**src/rtl/core/cqs_pkg.sv**
```systemverilog
// Shared types, constants and index helper for the circular queue with search.
package cqs_pkg;

  localparam int DEPTH  = 16;
  localparam int IDX_W  = $clog2(DEPTH);
  localparam int WORD_W = 32;

  localparam logic [1:0] REQ_INSERT = 2'd0;
  localparam logic [1:0] REQ_DELETE = 2'd1;
  localparam logic [1:0] REQ_SEARCH = 2'd2;

  localparam logic [1:0] ST_OK    = 2'd0;
  localparam logic [1:0] ST_FULL  = 2'd1;
  localparam logic [1:0] ST_EMPTY = 2'd2;

  typedef logic [IDX_W-1:0] idx_t;

  typedef struct packed {
    logic [1:0]               req_type;
    logic signed [WORD_W-1:0] data_value;
  } cqs_in_t;

  typedef struct packed {
    logic [1:0]               status;
    logic signed [WORD_W-1:0] data_out;
    logic                     found;
  } cqs_out_t;

  function automatic idx_t advance(input idx_t i);
    idx_t r;
    if (i == idx_t'(DEPTH - 1)) begin
      r = '0;
    end else begin
      r = i + idx_t'(1);
    end
    return r;
  endfunction

endpackage

```
**src/rtl/core/cqs_ram.sv**
```systemverilog
// Generic single-write, single-read RAM with registered read data.
module cqs_ram #(
  parameter int WIDTH = 32,
  parameter int DEPTH = 16
) (
  input  logic                     clk,
  input  logic                     we,
  input  logic [$clog2(DEPTH)-1:0] waddr,
  input  logic [WIDTH-1:0]         wdata,
  input  logic [$clog2(DEPTH)-1:0] raddr,
  output logic [WIDTH-1:0]         rdata
);

  logic [WIDTH-1:0] mem [DEPTH];

  always_ff @(posedge clk) begin
    if (we) begin
      mem[waddr] <= wdata;
    end
    rdata <= mem[raddr];
  end

endmodule

```
**src/rtl/core/circular_queue_with_search.sv**
```systemverilog
// Top level: circular FIFO of signed words with insert, delete and search requests.
//
// Usage:
//   A transaction is accepted at a rising edge where start is high and busy is low.
//   in_item carries req_type (insert, delete, search) and data_value.
//   Exactly one result per transaction appears on out_item for one cycle with
//   out_valid high; the receiver cannot stall, so it must take it then.
//   Capacity is DEPTH-1 words; one slot always stays empty.
// Timing:
//   Insert and unused codes: result the cycle after accept, busy never rises.
//   Delete: the registered RAM read completes in S_DEL, then the result is registered.
//   Search on a non-empty queue: S_SRCH examines up to DEPTH-1 entries from the oldest
//   on until a match or the tail, the single RAM read port walked one slot per cycle.
//   A full or empty result always comes the cycle after accept.
// Reset:
//   Synchronous active-low rst_n empties the queue and returns to idle; slot
//   contents are not cleared and need no clearing pass.
module circular_queue_with_search
  import cqs_pkg::*;
(
  input  logic     clk,
  input  logic     rst_n,
  input  logic     start,
  output logic     busy,
  input  cqs_in_t  in_item,
  output logic     out_valid,
  output cqs_out_t out_item
);

  typedef enum logic [1:0] {
    S_IDLE,
    S_DEL,
    S_SRCH
  } state_t;

  state_t   state_r, state_nxt;
  idx_t     head_r, head_nxt;
  idx_t     tail_r, tail_nxt;
  idx_t     idx_r, idx_nxt;
  logic signed [WORD_W-1:0] value_r, value_nxt;
  logic     out_valid_r, out_valid_nxt;
  cqs_out_t out_item_r, out_item_nxt;

  logic              ram_we;
  idx_t              ram_waddr;
  logic [WORD_W-1:0] ram_wdata;
  idx_t              ram_raddr;
  logic [WORD_W-1:0] ram_rdata;
  logic              empty;

  cqs_ram #(
    .WIDTH(WORD_W),
    .DEPTH(DEPTH)
  ) u_slots (
    .clk  (clk),
    .we   (ram_we),
    .waddr(ram_waddr),
    .wdata(ram_wdata),
    .raddr(ram_raddr),
    .rdata(ram_rdata)
  );

  assign empty     = (head_r == tail_r);
  assign busy      = (state_r != S_IDLE);
  assign out_valid = out_valid_r;
  assign out_item  = out_item_r;

  always_comb begin
    state_nxt     = state_r;
    head_nxt      = head_r;
    tail_nxt      = tail_r;
    idx_nxt       = idx_r;
    value_nxt     = value_r;
    out_valid_nxt = 1'b0;
    out_item_nxt  = out_item_r;
    ram_we        = 1'b0;
    ram_waddr     = advance(tail_r);
    ram_wdata     = in_item.data_value;
    ram_raddr     = advance(head_r);

    case (state_r)
      S_IDLE: begin
        if (start) begin
          out_item_nxt.status   = ST_OK;
          out_item_nxt.data_out = '0;
          out_item_nxt.found    = 1'b0;
          case (in_item.req_type)
            REQ_INSERT: begin
              out_valid_nxt = 1'b1;
              if (advance(tail_r) == head_r) begin
                out_item_nxt.status = ST_FULL;
              end else begin
                ram_we   = 1'b1;
                tail_nxt = advance(tail_r);
              end
            end
            REQ_DELETE: begin
              if (empty) begin
                out_valid_nxt       = 1'b1;
                out_item_nxt.status = ST_EMPTY;
              end else begin
                head_nxt  = advance(head_r);
                state_nxt = S_DEL;
              end
            end
            REQ_SEARCH: begin
              if (empty) begin
                out_valid_nxt       = 1'b1;
                out_item_nxt.status = ST_EMPTY;
              end else begin
                idx_nxt   = advance(head_r);
                value_nxt = in_item.data_value;
                state_nxt = S_SRCH;
              end
            end
            default: begin
              out_valid_nxt = 1'b1;
            end
          endcase
        end
      end
      S_DEL: begin
        out_valid_nxt         = 1'b1;
        out_item_nxt.data_out = ram_rdata;
        state_nxt             = S_IDLE;
      end
      S_SRCH: begin
        ram_raddr = advance(idx_r);
        if (ram_rdata == value_r) begin
          out_valid_nxt      = 1'b1;
          out_item_nxt.found = 1'b1;
          state_nxt          = S_IDLE;
        end else if (idx_r == tail_r) begin
          out_valid_nxt = 1'b1;
          state_nxt     = S_IDLE;
        end else begin
          idx_nxt = advance(idx_r);
        end
      end
      default: begin
        state_nxt = S_IDLE;
      end
    endcase
  end

  always_ff @(posedge clk) begin
    if (!rst_n) begin
      state_r     <= S_IDLE;
      head_r      <= '0;
      tail_r      <= '0;
      out_valid_r <= 1'b0;
    end else begin
      state_r     <= state_nxt;
      head_r      <= head_nxt;
      tail_r      <= tail_nxt;
      out_valid_r <= out_valid_nxt;
    end
    idx_r      <= idx_nxt;
    value_r    <= value_nxt;
    out_item_r <= out_item_nxt;
  end

endmodule
```
**config.mk**
```make
export PLATFORM = sky130hd
export DESIGN_NAME = circular_queue_with_search
export DESIGN_NICKNAME = d
export VERILOG_FILES = /design/src/rtl/core/cqs_pkg.sv /design/src/rtl/core/cqs_ram.sv /design/src/rtl/core/circular_queue_with_search.sv
export SDC_FILE = /design/constraint.sdc
export NUM_CORES = 1
export LEC_CHECK = 0
export ABC_AREA = 1
export BUFFER_PORTS_ARGS = -buffer_cell sky130_fd_sc_hd__buf_2
export CAP_MARGIN = 5
export CORE_MARGIN = 2
export CORE_UTILIZATION = 50
export CTS_BUF_LIST = sky130_fd_sc_hd__clkbuf_8
export CTS_CLUSTER_DIAMETER = 40
export DETAILED_ROUTE_END_ITERATION = 10
export PLACE_DENSITY = 0.66
export SYNTH_ARGS = -nofsm -noshare
export SYNTH_HDL_FRONTEND = slang
export SYNTH_SLANG_ARGS = --single-unit
```
**constraint.sdc**
```tcl
create_clock -name clk -period 7.9 [get_ports clk]
set_input_delay 1.58 -clock clk [delete_from_list [all_inputs] [get_ports clk]]
set_output_delay 1.58 -clock clk [all_outputs]
set_load 0.05 [all_outputs]
```
Word-level counts from Yosys, hierarchy flattened
Memory sizes are Yosys's and may differ from the RTL's. A register that Yosys moved wholly into a read port is not among the register bits.
Cells that the tools add are included.
{ "totals": {"input_bits": 37, "latch_bits": 0, "mem_count": 1, "ram_bits": 512, "rom_bits": 0, "reg_bits": 82, "wordCells": 89} }
{ "classes": {"n_eq_ne": 21, "n_bitwise": 2, "n_mux": 39, "n_addsub": 3, "reduce_logical": 14, "n_mul": 0, "n_shift": 0, "order_cmp": 0, "div_mod_pow": 0} }
{ "memory_table": {"columns": ["name", "depth", "width", "read_ports", "rd_clocked_by_memory_dff", "write_ports", "line", "text"], "rows": [
  ["u_slots.mem", 16, 32, 1, 1, 1, "cqs_ram.sv:14", "logic [WIDTH-1:0] mem [DEPTH];"]
]} }
{ "ops": {"columns": ["op", "count"], "rows": [
  ["$pmux W32 S2", 1],
  ["$mux W4", 12],
  ["$mux W33", 1],
  ["$eq A32 B32 Y1", 1],
  ["$mux W1", 13],
  ["$add A4 B1 Y4 const B", 3],
  ["$eq A4 B4 Y1", 3],
  ["$eq A4 B4 Y1 const B", 3],
  ["$mux W2", 6],
  ["$pmux W2 S2", 3],
  ["$reduce_and A4 Y1", 3],
  ["$ne A2 B2 Y1 const B", 5],
  ["$ne A3 B3 Y1 const B", 3],
  ["$pmux W4 S2", 1],
  ["$reduce_and A6 Y1", 1],
  ["$reduce_bool A2 Y1", 3],
  ["$reduce_and A5 Y1", 1],
  ["$eq A2 B1 Y1 const B", 2],
  ["$eq A2 B2 Y1 const B", 2],
  ["$logic_not A2 Y1", 2],
  ["$reduce_and A2 Y1", 2],
  ["$ne A3 B1 Y1 const B", 1],
  ["$pmux W1 S3", 1],
  ["$reduce_and A3 Y1", 1],
  ["4 further kinds", 5]
]} }

Depth between registers and ports, before layout
Gate-level depths: netlist of the first run.
{ "depth": {"depth_word": 12, "depth_mapped": 14, "ltp_nobuf": 12} }

Hierarchy
From an unflattened synthesis of the first run, not the netlist that was laid out.
{ "unflattened": {"cells_unflattened": 2518, "hier_area_um2": 26546.7} }
{ "by_module_without_submodules": {"columns": ["mod", "n_inst", "cells_per_inst", "seq_area_each_um2", "area_per_inst_um2"], "rows": [
  ["cqs_ram", 1, 2120, 16015.4, 22730.6],
  ["circular_queue_with_search", 1, 398, 2352.3, 3816.2]
]} }

Worst setup path after synthesis of the first run
No wires, ideal clock.
{ "synth_path": {"kind": "input to register", "startpoint": "in start", "endpoint": "mem u_slots.mem[4][0], enable pin", "setup_slack_ns": 2.953, "required_ns": 7.439, "n_path_buf": 1, "t_arrival_ns": 4.486, "cell_stages": 7, "cell_sequence": "inv_1 > nor2_2 > inv_1 > nor2_4 > nand2_4 > buf_6 > nor3_1"} }
{ "synth_via": {"elab_chain_cells": 4} }
{ "synth_rtl": {"columns": ["item", "line", "text"], "rows": [
  ["start, declared", "circular_queue_with_search.sv:23", "input logic start,"],
  ["$mux W1", "circular_queue_with_search.sv:83", "if (start) begin"],
  ["$mux W1", "circular_queue_with_search.sv:81", "case (state_r)"],
  ["$mux W1", "cqs_ram.sv:17", "if (we) begin"],
  ["$mux W1 (not written as such)", "cqs_ram.sv:18", "mem[waddr] <= wdata;"],
  ["end, declared", "cqs_ram.sv:14", null]
]} }
No other way between the ends.

Worst setup path in the final report of the first run
{ "layout_path": {"startpoint": "reg idx_r[0]", "endpoint": "reg u_slots.rdata[13], read port of u_slots.mem"} }
{ "layout_via": {"elab_chain_cells": 3, "word_cells_on_any_way": 4, "cone_classes": "1 x add/sub; 1 x eq/ne; 2 x mux"} }
{ "layout_rtl": {"columns": ["item", "line", "text"], "rows": [
  ["start, declared", "circular_queue_with_search.sv:39", "idx_t idx_r, idx_nxt;"],
  ["start signal, assigned", "circular_queue_with_search.sv:158", "idx_r <= idx_nxt;"],
  ["$add A4 B1 Y4 / $eq A4 B4 Y1 (equally long branches)", "cqs_pkg.sv:34, cqs_pkg.sv:31", null],
  ["$mux W4 (*)", "cqs_pkg.sv:31", "if (i == idx_t'(DEPTH - 1)) begin"],
  ["$mux W4 (*)", "circular_queue_with_search.sv:81", null],
  ["end, declared", "cqs_ram.sv:11", "output logic [WIDTH-1:0] rdata"]
]} }
Mark *: on every way between the ends. The rest lies on a longest branch, timed or not.
A chain may end at the register's enable or synchronous reset.

==> results.json, run 1 <==
{
  "r2r_slack_ns": 4.08,
  "ys_types": 35,
  "maxSlewHeadroom_pct": 28.3,
  "yosysTopAreaCell": "edfxtp_1",
  "grt-ovfl-total": 0,
  "worstSetupStartpoint": "idx_r[0]$_DFFE_PP_",
  "cts_setup_buffers": 0,
  "rsz0062_at_grt": "no",
  "area_growth_pct": 11.2,
  "synth-seq-area-share_pct": 70.3,
  "wl_per_cell_um": 20.4,
  "ys_top_cells_by_area": "edfxtp_1, nand2_1, nand3_1, dfxtp_1, buf_2",
  "ir_worst_vdd_mv": 0.117,
  "cpPeakStageDelay_ns": 0.76,
  "end_kind": "register",
  "hold_buffers": 0,
  "initial_utilization_pct": 50.7,
  "vias_per_cell": 5.54,
  "cts-root-buf": "clkbuf_8",
  "core_area_mm2": 0.0515,
  "timing.fmax_mhz": 262,
  "die-area_mm2": 0.0541,
  "critPathLaunchType": "register",
  "endpoint": "u_slots.rdata[13]$_DFF_P_",
  "fin_skew_ns": 0.0326,
  "cts_max_level": 3,
  "portBuffers": 73,
  "tightest_slew_ns": 1.08,
  "finalPower_mw": 7.45,
  "cp_max_fo": 70,
  "wirelength_um": 65800,
  "path_clk_slew_ns": 0.06,
  "ys_seq_elements": 626,
  "hold_path.class": "register to register",
  "hold_violations": 0,
  "worstReg2RegEnd": "u_slots.rdata[13]$_DFF_P_",
  "drc": 0,
  "grt_pass1_vias": 17540,
  "cts_resized": 0,
  "p_per_area_mw_per_mm2": 257,
  "die_w_um": 233,
  "worstPathCellList": "ha_1 > nand3_1 > nand3b_4 > buf_4 > buf_4 > buf_4 > nand3_1 > nand2_1 > nand2_1 > nand3_1 > nand3_1 > nand2_1",
  "fillers": 4355,
  "vias": 17825,
  "yosys_warnings": 0,
  "critPathMostFrequentCell": "nand3_1",
  "antenna_found_initial": 1,
  "die_height_um": 233,
  "pin_count": 74,
  "cp.arrival_ns": 4.42,
  "place_congestion": 0.819,
  "period_minus_slack_ns": 3.82,
  "track_usage_pct": 24.7,
  "ant_nets": 0,
  "num_rows": 83,
  "critPathKind": "register to register",
  "worst_r2r_startpoint": "idx_r[0]$_DFFE_PP_",
  "insertion_delay_ns": 0.70,
  "drive_above_1_share_pct": 11.1,
  "syn-cell-area_mm2": 0.0261,
  "status": "complete, no violations",
  "drv_slew": 0,
  "drtIter0Drc": 1646,
  "yosysTopAreaCellShare_pct": 67.0,
  "fin_crit_sh_pct": 48.3,
  "setup_violations": 0,
  "avgSynthCellArea_um2": 11.0,
  "dpl.hpwl_um": 33600,
  "rr_worst_depth": 12,
  "mostFrequentLayoutCells": "nand2_1, edfxtp_1, nand3_1",
  "fin_setup_tns_ns": 0,
  "fin_util_pct": 56.4,
  "worstPathRequired_ns": 8.50,
  "final_common_cell": "nand2_1",
  "grt_max_degree": 114,
  "crit_slowest_cell": "buf_4",
  "synthCells": 2380,
  "cts_tree": "done",
  "layout.nets": 2500,
  "numCtsBuffers": 102,
  "cts_num_sinks": 626,
  "first_pass_iters": 5,
  "ctsLongestPathBuffers": 3,
  "cap_violations": 0,
  "syn_nets": 2428,
  "diodes": 0,
  "leakage_nw": 11.7,
  "grt_pass1_wl_um": 101000
}
state kept, by name, indices dropped and copies added (netlist names):
register	cells
idx_r	4
value_r	32
u_slots.rdata	32
tail_r	4
u_slots.mem	512
head_r	4
out_valid	1
state_r	2
out_item	35
cells in the mapped netlist:
library cell / number
nor2_1: 58
nand2_1: 915
inv_1: 92
dfxtp_1: 43
xnor2_2: 1
nand2_4: 3
nor3_1: 17
buf_1: 5
nand4_1: 3
o21ai_1: 1
or2_1: 1
o21ai_2: 2
nor2_4: 1
o21ai_0: 4
nor3_2: 2
nand3b_4: 1
inv_2: 4
edfxtp_1: 583
clkbuf_2: 1
buf_6: 3
clkbuf_1: 12
nor2_2: 1
buf_4: 20
a211oi_1: 2
nand3_1: 462
a21oi_1: 6
buf_2: 98
ha_1: 11
inv_4: 1
xnor2_1: 17
nand3_2: 2
clkinv_1: 1
nand3b_1: 1
xor2_1: 4
nand2_2: 2
metal layers:
| layer | track usage [%] | share of wire, % | up-vias |
|---|---|---|---|
| met5 | 0 | 0 | - |
| met4 | 9.81 | 3.1 | 0 |
| met3 | 3.87 | 8.1 | 138 |
| met2 | 40.4 | 47 | 833 |
| met1 | 33.2 | 41 | 8597 |
| li1 | - | - | 8257 |
area by class of cell:
type	count	area, µm²	share of cell area, %
clock buffers	123	1690	5.83
clock inverters	69	344	1.19
inverters	98	377	1.30
multi-input cells	1517	6770	23.3
flip-flops and latches	626	18400	63.3
well taps	680	851	2.93
repair buffers	107	633	2.18
critical path, delay by kind of cell, from the launching register on:
family        cells  cell delay [ns]
fa+ha+maj         1             0.21
buf+inv           3             1.98
flops             1             0.42
simple gates      8             1.00
metrics by stage:
stage                     std cells  worst slack [ns]  instance area (µm²)  hold WS, ns
final                          3220              4.08                29000        0.552
after global routing           3220              3.91                29000        0.569
after CTS                      3220              4.18                29000        0.546
after detailed placement       3028              3.71                27000        0.536
after global placement         3028              3.76                27000        0.514
after floorplan                2380              2.95                26100        0.489
worst min path at each step:
stage                                start                     end  slack, ns  depth (start not counted)
floorplan           head_r[1]$_SDFFE_PN0P_  head_r[1]$_SDFFE_PN0P_       0.49                          2
global placement    head_r[1]$_SDFFE_PN0P_  head_r[1]$_SDFFE_PN0P_       0.51                          2
detailed placement  head_r[1]$_SDFFE_PN0P_  head_r[1]$_SDFFE_PN0P_       0.54                          2
CTS                 head_r[1]$_SDFFE_PN0P_  head_r[1]$_SDFFE_PN0P_       0.55                          2
global route        head_r[1]$_SDFFE_PN0P_  head_r[1]$_SDFFE_PN0P_       0.57                          2
finish              head_r[1]$_SDFFE_PN0P_  head_r[1]$_SDFFE_PN0P_       0.55                          2
power breakdown:
| group | internal (mW) | switching (mW) |
|---|---|---|
| clock network | 1.47 | 1.27 |
| logic | 0.239 | 0.692 |
| registers | 3.72 | 0.0508 |
kinds of logic after synthesis:
kind of cell	count (synthesis)	share of synthesized area (%)
and+or+nand+nor	1469	23.8
DFF	626	70.3
buffers and inverters	237	4.26
xor gates and xnor gates	22	0.767
AOI/OAI and AO/OA	15	0.335
adders and majority gates	11	0.527
Power figures use the tool's default switching activity.
==> inputs of run 2 (changes only) <==
==> constraint.sdc (replaced) <==
create_clock -name clk -period 4 [get_ports clk]
set_input_delay 0.8 -clock clk [delete_from_list [all_inputs] [get_ports clk]]
set_output_delay 0.8 -clock clk [all_outputs]
set_load 0.05 [all_outputs]
==> results.json, run 2 (synthesis results as in run 1) <==
{
  "status": "complete, no violations",
  "mostFrequentLayoutCells": "nand2_1, edfxtp_1, nand3_1",
  "critical_path_buf_inv_count": 2,
  "critPathKind": "register to register",
  "path_clk_slew_ns": 0.06,
  "dpl.hpwl_um": 32200,
  "cp.arrival_ns": 3.54,
  "antenna_found_initial": 3,
  "worstPathCellList": "ha_1 > nand2_1 > inv_2 > nand2_1 > nand3_4 > buf_12 > nand3_1 > nand2_1 > nand2_1 > nand3_1 > nand3_1 > nand2_1",
  "area_growth_pct": 11.5,
  "num_rows": 83,
  "setup_violations": 0,
  "track_usage_pct": 24.5,
  "cp_max_fo": 228,
  "rr_worst_depth": 12,
  "cts_max_level": 3,
  "insertion_delay_ns": 0.70,
  "vias_per_cell": 5.42,
  "ctsLongestPathBuffers": 3,
  "finalNonFillerCells": 3228,
  "tightest_slew_ns": 1.15,
  "die_height_um": 233,
  "cts_setup_buffers": 0,
  "period_minus_slack_ns": 2.93,
  "cts_num_sinks": 626,
  "wirelength_um": 65300,
  "hold_violations": 0,
  "placed_cells": 3032,
  "ant_nets": 0,
  "place_congestion": 0.804,
  "die_w_um": 233,
  "whs_ns": 0.434,
  "crit_slowest_cell": "buf_12",
  "worstReg2RegEnd": "u_slots.rdata[12]$_DFF_P_",
  "rsz0062_at_grt": "no",
  "placed_area_mm2": 0.0271,
  "min_path_cells": 3,
  "vias": 17504,
  "die-area_mm2": 0.0541,
  "p_per_area_mw_per_mm2": 499,
  "pre_cts_ws_ns": 1.12,
  "fin_skew_ns": 0.0257,
  "fin_crit_sh_pct": 73.3,
  "wl_per_cell_um": 20.2,
  "top_register": "u_slots.mem",
  "largest_reg_flops": 512,
  "setup_ws_ns": 1.07,
  "maxSlewHeadroom_pct": 23.6,
  "worst_r2r_startpoint": "head_r[1]$_SDFFE_PN0P_",
  "first_pass_iters": 5,
  "cts_resized": 0,
  "hold_buffers": 0,
  "leakage_nw": 11.7,
  "final_common_cell": "nand2_1",
  "portBuffers": 73,
  "grt-ovfl-total": 0,
  "timing.fmax_mhz": 341,
  "hold_path.class": "input port to register",
  "critPathLaunchType": "register",
  "worstHoldStart": "start",
  "cts-root-buf": "clkbuf_8",
  "core_area_mm2": 0.0515,
  "grt_max_degree": 229,
  "grt_pass1_wl_um": 98500,
  "grt_pass1_vias": 16745,
  "crit_family": "simple AND/OR/NAND/NOR gates",
  "layout.nets": 2505,
  "drtIter0Drc": 1774,
  "drv_slew": 0,
  "final_area_mm2": 0.0291,
  "numCtsBuffers": 103,
  "critPathMostFrequentCell": "nand2_1",
  "r2r_slack_ns": 1.07,
  "pin_count": 74,
  "cap_violations": 0,
  "drive_above_1_share_pct": 11.2,
  "worstPathRequired_ns": 4.61,
  "drc": 0,
  "cpPeakStageDelay_ns": 0.73,
  "end_kind": "register",
  "initial_utilization_pct": 50.7,
  "hold_end": "state_r[0]$_SDFFE_PN0P_",
  "ir_worst_vdd_mv": 0.267,
  "cts_tree": "done"
}
[run 2: metal layers]
layer	wire length, µm	share of wire, %	global-route usage (%)	up-vias
met5	16	0.025	0	-
li1	-	-	-	8257
met1	26700	41	32.9	8378
met4	2000	3.1	10.7	2
met3	5210	8.0	4.17	133
met2	31400	48	39.5	734
[run 2: power breakdown]
part | switching (mW) | internal (mW) | leakage (nW) | total [mW]
clock | 2.51 | 2.75 | 1.15 | 5.26
sequential | 0.119 | 7.35 | 5.65 | 7.47
combinational | 1.31 | 0.487 | 4.93 | 1.80
[run 2: how the worst max path moves through the flow]
stage	startpoint	slack, ns	cells after the start	end
2_1_floorplan	start	-0.17	7	u_slots.mem[4][0]$_DFFE_PP_
3_5_place_dp	head_r[1]$_SDFFE_PN0P_	1.12	12	u_slots.rdata[12]$_DFF_P_
3_3_place_gp	head_r[1]$_SDFFE_PN0P_	1.21	12	u_slots.rdata[9]$_DFF_P_
4_1_cts	head_r[1]$_SDFFE_PN0P_	1.10	12	u_slots.rdata[12]$_DFF_P_
6_report	head_r[1]$_SDFFE_PN0P_	1.07	12	u_slots.rdata[12]$_DFF_P_
5_1_grt	head_r[1]$_SDFFE_PN0P_	0.80	12	u_slots.rdata[8]$_DFF_P_
[run 2: tightest hold or removal path: cells and delay by family]
family / cells / cell delay, ns
simple gates: 2 / 0.16
buf+inv: 1 / 0.11
[run 2: cell type report]
type,count,area (µm²)
Fill cell,4289,22400
Sequential cell,626,18400
Multi-Input combinational cell,1517,6770
Clock buffer,110,1510
Tap cell,680,851
Timing Repair Buffer,111,776
Clock inverter,84,463
Inverter,98,377
Antenna cell,2,5.00
[run 2: per-stage QoR]
step / util, % / total power [mW] / setup TNS, ns
global route: 56.5 / 15.2 / 0
floorplan: - / 8.84 / -49.77
CTS: 56.5 / 14.6 / 0
detailed placement: 52.7 / 9.40 / 0
finish: 56.5 / 14.5 / 0
global placement: 52.7 / 9.37 / 0
